$ cat src/sv/lrupr_pkg.sv
`timescale 1ns / 1ps

package lrupr_pkg;

	// width of the capacity register and of the fault counter
	localparam int unsigned CAP_BITS = 4;
	localparam int unsigned FAULT_BITS = 32;
	localparam logic [CAP_BITS-1:0] CAP_RESET = 4'd8;

	// operation broadcast to every cell in the update cycle
	typedef struct packed {
		logic update;
		logic hit;
		logic evict;
	} op_t;

endpackage

$ cat src/sv/lrupr_cell.sv
`timescale 1ns / 1ps

module lrupr_cell #(
	parameter int unsigned PAGE_BITS = 16
) (
	input  logic                 clk,
	input  logic                 arst_n,
	input  lrupr_pkg::op_t       op,
	input  logic [PAGE_BITS-1:0] ref_page,
	input  logic [PAGE_BITS-1:0] prev_page,
	input  logic                 prev_valid,
	input  logic                 next_valid,
	input  logic                 en_in,
	input  logic [PAGE_BITS-1:0] drop_in,
	output logic [PAGE_BITS-1:0] page,
	output logic                 valid,
	output logic                 match,
	output logic                 en_out,
	output logic [PAGE_BITS-1:0] drop_out
);

	logic [PAGE_BITS-1:0] page_q;
	logic                 valid_q;
	logic                 stop;

	assign page  = page_q;
	assign valid = valid_q;
	assign match = valid_q && (page_q == ref_page);

	// the shift stops at the hit cell, at the last valid cell on an eviction,
	// or at the first free cell on a fill
	always_comb begin
		if (op.hit) begin
			stop = match;
		end else if (op.evict) begin
			stop = valid_q && !next_valid;
		end else begin
			stop = !valid_q;
		end
	end

	assign en_out   = en_in && !stop;
	assign drop_out = drop_in | ((op.evict && en_in && stop) ? page_q : '0);

	always_ff @(posedge clk) begin
		if (op.update && en_in) begin
			page_q <= prev_page;
		end
	end

	always_ff @(posedge clk or negedge arst_n) begin
		if (!arst_n) begin
			valid_q <= 1'b0;
		end else if (op.update && en_in) begin
			valid_q <= prev_valid;
		end
	end

endmodule

$ cat src/sv/lru_page_replacement_unit.sv
`timescale 1ns / 1ps

// LRU page replacement over a fully associative set of FRAMES frames, kept as
// a chain of cells ordered by recency (cell 0 most recent). A reference is
// accepted when start is high and busy is low; busy then stays high for one
// cycle while every cell compares the page and the chain shifts toward the
// hit, eviction or free cell. The result appears with done for exactly one
// cycle on the following cycle and cannot be held off; a new start may be
// given in the cycle done is shown. capacity is to be written through
// cfg_we/cfg_data only while the unit is idle, which the block does not
// enforce; values of zero act as one and values above FRAMES act as FRAMES.
// Frames start empty after reset.
module lru_page_replacement_unit #(
	parameter int unsigned FRAMES    = 8,
	parameter int unsigned PAGE_BITS = 16
) (
	input  logic                                 clk,
	input  logic                                 arst_n,
	input  logic                                 start,
	output logic                                 busy,
	input  logic [PAGE_BITS-1:0]                 page_id,
	input  logic                                 cfg_we,
	input  logic [lrupr_pkg::CAP_BITS-1:0]       cfg_data,
	output logic                                 done,
	output logic                                 fault,
	output logic                                 evicted_valid,
	output logic [PAGE_BITS-1:0]                 evicted_page,
	output logic [lrupr_pkg::FAULT_BITS-1:0]     fault_count
);

	localparam int unsigned CNT_W = $clog2(FRAMES + 1);
	localparam int unsigned CMP_W = (CNT_W > lrupr_pkg::CAP_BITS) ? CNT_W : lrupr_pkg::CAP_BITS;

	logic [lrupr_pkg::CAP_BITS-1:0]   cap_q;
	logic                             busy_q;
	logic [PAGE_BITS-1:0]             page_q;
	logic [CNT_W-1:0]                 count_q;
	logic [lrupr_pkg::FAULT_BITS-1:0] total_q;

	logic [PAGE_BITS-1:0] cell_page [FRAMES];
	logic [FRAMES-1:0]    cell_valid;
	logic [FRAMES-1:0]    cell_match;
	logic [FRAMES:0]      en_chain;
	logic [PAGE_BITS-1:0] drop_chain [FRAMES+1];

	logic [CMP_W-1:0]                 cap_ext;
	logic [CMP_W-1:0]                 usable;
	logic                             hit;
	logic                             full;
	lrupr_pkg::op_t                   op;
	logic [lrupr_pkg::FAULT_BITS-1:0] total_nxt;

	assign busy = busy_q;

	always_comb begin
		cap_ext = CMP_W'(cap_q);
		if (cap_ext == '0) begin
			usable = CMP_W'(1);
		end else if (cap_ext > CMP_W'(FRAMES)) begin
			usable = CMP_W'(FRAMES);
		end else begin
			usable = cap_ext;
		end
	end

	assign hit       = |cell_match;
	assign full      = CMP_W'(count_q) >= usable;
	assign op.update = busy_q;
	assign op.hit    = hit;
	assign op.evict  = !hit && full;

	assign total_nxt = (total_q == '1) ? total_q : total_q + 1'b1;

	assign en_chain[0]   = 1'b1;
	assign drop_chain[0] = '0;

	for (genvar i = 0; i < FRAMES; i++) begin : g_cell
		logic [PAGE_BITS-1:0] prev_page;
		logic                 prev_valid;
		logic                 next_valid;

		if (i == 0) begin : g_head
			assign prev_page  = page_q;
			assign prev_valid = 1'b1;
		end else begin : g_body
			assign prev_page  = cell_page[i-1];
			assign prev_valid = cell_valid[i-1];
		end

		if (i == FRAMES - 1) begin : g_tail
			assign next_valid = 1'b0;
		end else begin : g_next
			assign next_valid = cell_valid[i+1];
		end

		lrupr_cell #(
			.PAGE_BITS(PAGE_BITS)
		) u_cell (
			.clk       (clk),
			.arst_n    (arst_n),
			.op        (op),
			.ref_page  (page_q),
			.prev_page (prev_page),
			.prev_valid(prev_valid),
			.next_valid(next_valid),
			.en_in     (en_chain[i]),
			.drop_in   (drop_chain[i]),
			.page      (cell_page[i]),
			.valid     (cell_valid[i]),
			.match     (cell_match[i]),
			.en_out    (en_chain[i+1]),
			.drop_out  (drop_chain[i+1])
		);
	end

	always_ff @(posedge clk) begin
		if (start && !busy_q) begin
			page_q <= page_id;
		end
	end

	always_ff @(posedge clk or negedge arst_n) begin
		if (!arst_n) begin
			cap_q   <= lrupr_pkg::CAP_RESET;
			busy_q  <= 1'b0;
			count_q <= '0;
			total_q <= '0;
			done    <= 1'b0;
		end else begin
			if (cfg_we) begin
				cap_q <= cfg_data;
			end
			busy_q <= start && !busy_q;
			done   <= busy_q;
			if (busy_q && !hit) begin
				total_q <= total_nxt;
				if (!full) begin
					count_q <= count_q + 1'b1;
				end
			end
		end
	end

	// result payload, qualified by done
	always_ff @(posedge clk) begin
		if (busy_q) begin
			fault         <= !hit;
			evicted_valid <= op.evict;
			evicted_page  <= drop_chain[FRAMES];
			fault_count   <= hit ? total_q : total_nxt;
		end
	end

	a_done_after_busy: assert property (@(posedge clk) disable iff (!arst_n)
		done |-> $past(busy_q))
		else $error("result without an update cycle");

	a_one_update: assert property (@(posedge clk) disable iff (!arst_n)
		busy_q |=> !busy_q)
		else $error("busy held for more than one cycle");

	a_evict_is_fault: assert property (@(posedge clk) disable iff (!arst_n)
		(done && evicted_valid) |-> fault)
		else $error("eviction reported on a hit");

	a_count_tracks_valid: assert property (@(posedge clk) disable iff (!arst_n)
		$countones(cell_valid) == int'(count_q))
		else $error("resident count out of step with valid cells");

endmodule

$ cat config.mk
export PLATFORM = sky130hd
export DESIGN_NAME = lru_page_replacement_unit
export DESIGN_NICKNAME = d
export VERILOG_FILES = /design/src/sv/lrupr_pkg.sv /design/src/sv/lrupr_cell.sv /design/src/sv/lru_page_replacement_unit.sv
export SDC_FILE = /design/constraint.sdc
export NUM_CORES = 1
export LEC_CHECK = 0
export ABC_AREA = 1
export BUFFER_PORTS_ARGS = -buffer_cell sky130_fd_sc_hd__buf_4
export CORE_AREA = 2 2 175 177
export CTS_BUF_LIST = sky130_fd_sc_hd__clkbuf_4
export DETAILED_ROUTE_END_ITERATION = 10
export DIE_AREA = 0 0 177 179
export GPL_TIMING_DRIVEN = 0
export PLACE_DENSITY = 0.79
export RECOVER_POWER = 50
export REMOVE_ABC_BUFFERS = 1
export SKIP_LAST_GASP = 1
export SLEW_MARGIN = 0
export SYNTH_ARGS = -nofsm -noshare
export SYNTH_HDL_FRONTEND = slang
export SYNTH_HIERARCHICAL = 1
export SYNTH_SLANG_ARGS = --single-unit
$ cat constraint.sdc
create_clock -name clk -period 5.7 [get_ports clk]
set_clock_uncertainty 0.15 [all_clocks]
set_input_delay 0.285 -clock clk [delete_from_list [all_inputs] [get_ports clk]]
set_output_delay 0.285 -clock clk [all_outputs]
set_load 0.005 [all_outputs]
* Yosys cells after proc, flatten, opt, wreduce, memory -nomap -nowiden
Cells that the tools add are included.
** Cells by class
- $add $sub $neg :: 2
- $mul :: 0
- Div/mod/pow operators :: 0
- $lt $le $gt $ge :: 2
- Equality and inequality tests :: 9
- Shift operators :: 0
- Muxes and demuxes :: 28
- Bitwise operators :: 8
- Reductions and logical operators :: 66
** Operators by type and width (count)
- $eq A16 B16 Y1 :: 8
- $mux W16 :: 8
- $or A16 B16 Y16 :: 7
- $mux W32 :: 2
- $logic_and A1 B1 Y1 :: 46
- $add A32 B1 Y32 const B :: 1
- $eq A32 B32 Y1 const B :: 1
- $logic_not A1 Y1 :: 17
- $mux W1 :: 16
- $mux W4 :: 2
- $reduce_or A8 Y1 :: 1
- $add A4 B1 Y4 const B :: 1
- $ge A4 B4 Y1 :: 1
- $gt A4 B4 Y1 const B :: 1
- $logic_not A4 Y1 :: 1
- $reduce_and A2 Y1 :: 1
- $not A1 Y1 :: 1
** Word-level totals
- Register bits :: 244
- Latch bits :: 0
- Bits in writable memories :: 0
- Bits in read-only memories :: 0
- Input bits :: 24
- Output and inout bits :: 52
- Word-level logic and storage cells :: 141
- Memories :: 0

* Depth between registers and ports, before layout
- Depth after elaboration :: 18
- Mapped depth :: 36
- Depth with buffers taken out :: 32

* Hierarchy
Netlist, hierarchy kept.
** Modules (own cells, without submodules)
- lrupr_cell :: times used 8, cells each 173, area each 1184.9 µm², sequential area each 505.5 µm²
- lru_page_replacement_unit :: times used 1, cells each 604, area each 5296.3 µm², sequential area each 3034.2 µm²

* Worst setup path after synthesis
OpenSTA, ideal clock, no wires.
- Path kind :: register to register
- From :: register page_q[9] (netlist: g_cell[0].prev_page[9])
- To :: register g_cell[7].u_cell.page_q[0], enable pin
- Setup time :: 370 ps
- Arrival time :: 4532 ps
- Data required time :: 5180 ps
- Setup slack :: 648 ps
- Cell stages (with the launch flop) :: 31
- Path buffers :: 3
- Period minus slack after synthesis :: 5052 ps
- Cell sequence :: edfxtp_1 -> nand2_1 -> nor3b_1 -> nand4_1 -> nor2_1 -> nor2_1 -> nand2_1 -> nor2_2 -> buf_2 -> buf_2 -> nand2_1 -> inv_1 -> o21ai_0 -> nand2_1 -> nand2_2 -> buf_6 -> nor2_1 -> inv_1 -> nor2_1 -> inv_1 -> nor2_1 -> inv_1 -> nor2_1 -> inv_1 -> nor2_1 -> inv_1 -> nor2_1 -> inv_1 -> nor2_1 -> nand2_1 -> inv_1
** RTL lines
- start: declaration :: line lru_page_replacement_unit.sv:36 : logic [PAGE_BITS-1:0] page_q;
- start signal: assignment :: line lru_page_replacement_unit.sv:118 : page_q <= page_id;
- end signal: assignment :: line lrupr_cell.sv:47 : page_q <= prev_page;
- end: declaration :: line lrupr_cell.sv:22 : logic [PAGE_BITS-1:0] page_q;

==> impl_metrics.env <==
export IMPL_p_leak_nw=8.49
export IMPL_final_cell_mix="nand2_1, inv_1, nor2_1, edfxtp_1, clkbuf_4"
export IMPL_grt_pass1_wl_mm=62.1
export IMPL_drv_slew=85
export IMPL_cellPowerDensity_nw_per_um2=327
export IMPL_peakVddDrop_uv=255
export IMPL_dp_cells=2446
export IMPL_ios=76
export IMPL_std_cell_rows=64
export IMPL_final_setup_worst_slack_ns=0.261
export IMPL_r2r_start="g_cell[0].prev_page[6]$_DFFE_PP_"
export IMPL_final_util_pct=58.0
export IMPL_final_cell_area_um2=17400
export IMPL_drtIter0Drc=1245
export IMPL_avgSynthCellArea_um2=7.44
export IMPL_antenna_found_initial=1
export IMPL_wire_per_inst_um=14.9
export IMPL_numPortBuffers=75
export IMPL_core_um2=30000
export IMPL_startpoint_type="flop"
export IMPL_placed_area_um2=15700
export IMPL_drc_errors=0
export IMPL_worst_endpoint_arrival_ns=5.79
export IMPL_startpoint="g_cell[0].prev_page[6]$_DFFE_PP_"
export IMPL_hold_viol_final=0
export IMPL_endpoint_kind="flop"
export IMPL_violations="max-capacitance violations, max-slew violations"
export IMPL_relSlewSlack_pct=-116
export IMPL_area_delta_synth_final_pct=17.9
export IMPL_cp_required_ns=6.05
export IMPL_gr_usage_all_layers_pct=24.9
export IMPL_clock_path_buffers=3
export IMPL_cts_tree="yes"
export IMPL_gp_congestion=0.945
export IMPL_routed_wl_mm=39.1
export IMPL_fp_dieArea_um2=31700
export IMPL_tightest_slew_ns=3.24
export IMPL_start_util_pct=49.2
export IMPL_status="finished, violations left"
export IMPL_synth_yosys_warnings=6
export IMPL_max_cap_violations=2
export IMPL_insertion_delay_ns=0.70
export IMPL_htreeDepth=3
export IMPL_overflow=0
export IMPL_grt_max_degree=51
export IMPL_final_layout_size_suffix_gt1_share_pct=12.3
export IMPL_vias_per_cell=5.12
export IMPL_vias=13500
export IMPL_hold_path_class="input port to flop"
export IMPL_pre_cts_slack_ns=-1.28
export IMPL_path_clk_slew_ns=0.08
export IMPL_multi_input_area_um2=6080
export IMPL_slowest_stage="edfxtp_1"
export IMPL_clockRootBuffer="clkbuf_4"
export IMPL_cts_sinks=244
export IMPL_seqCellArea_um2=7080
export IMPL_grt_pass1_vias=12800
export IMPL_fin_crit_sh_pct=95.4
export IMPL_hp_start="page_id[9]"
export IMPL_dp_hpwl_mm=27.1
export IMPL_setup_tns_ns=0
export IMPL_setup_viol=0
export IMPL_fp_dieW_um=177
export IMPL_cts_made_buffers=69
export IMPL_ant_nets=0
export IMPL_slowest_delay_ns=0.41
export IMPL_instances_no_fill=2628
export IMPL_final_min_clock_period_ns=5.44
export IMPL_synthCells=1986
export IMPL_path_class="flop to flop"
export IMPL_fillers=2574
export IMPL_p_total_mw=5.69
export IMPL_nets=2209
export IMPL_drt_first_pass_iters=7
export IMPL_critPathMaxFanout=17
export IMPL_crit_path_frequent_cell="nor2_1"
export IMPL_whs_ns=0.170
export IMPL_mostFrequentLayoutCell="nand2_1"
export IMPL_chipHeight_um=179
export IMPL_syn_area_um2=14800
export IMPL_fmax_ghz=0.184
-- registers in the layout, summed over array words and instances, names as in the netlist --
name,cells
g_cell.u_cell/page,128
fault_count,32
total_q,32
evicted_page,16
g_cell.prev_page,16
g_cell.u_cell/valid,8
cap_ext,4
count_q,4
busy,1
done,1
evicted_valid,1
fault,1
-- per-layer routing --
metal / global-route usage [%] / vias up / share of wire, %
li1: - / 6642 / -
met1: 31.1 / 6069 / 41
met2: 41.5 / 611 / 48
met3: 4.03 / 139 / 6.9
met4: 13.2 / 0 / 4.2
met5: 0 / - / 0
-- cell type report --
cell class	count	share of cell area, %
tap	396	2.85
antenna	1	0.0144
clock buffer	105	4.53
sequential	244	40.6
clock inverter	18	0.848
timing repair inverter	2	0.0719
timing repair buffer	132	7.39
inverter	398	8.72
multi-input combinational	1332	34.9
-- worst paths after layout --
| check | to | slack (ns) | cells after the start |
|---|---|---|---|
| max | evicted_page[8]$_DFFE_PP_ | 0.26 | 31 |
| min | g_cell[0].prev_page[9]$_DFFE_PP_ | 0.17 | 2 |
| max reg2reg | evicted_page[8]$_DFFE_PP_ | 0.26 | 31 |
| min reg2reg | g_cell[7].u_cell/page[3]$_DFFE_PP_ | 0.33 | 0 |
| max in group asynchronous | total_q[4]$_DFFE_PN0P_ | 2.45 | 2 |
| min in group asynchronous | g_cell[1].u_cell/valid$_DFFE_PN0P_ | 1.09 | 2 |
-- power by group --
part           total (mW)  switching (mW)  internal [mW]
combinational        1.71            1.19          0.517
sequential           2.26           0.136           2.12
clock                1.72           0.750          0.973
-- worst max-delay path: cells and delay by family, from the launching register on --
family / cells / cell delay (ns)
xor+xnor: 1 / 0.27
simple gates: 20 / 3.08
buf+inv: 10 / 1.33
flops: 1 / 0.41
-- what timing repair did --
item	4_1_cts	5_1_grt
hold endpoints to repair	71	0
endpoints found under the setup margin	118	67
buffers inserted	22	5
cloned	2	1
resized for setup	6	13
hold buffers	27	0
pin swaps	1	1
No activity file was read; power rests on OpenSTA's default activity.
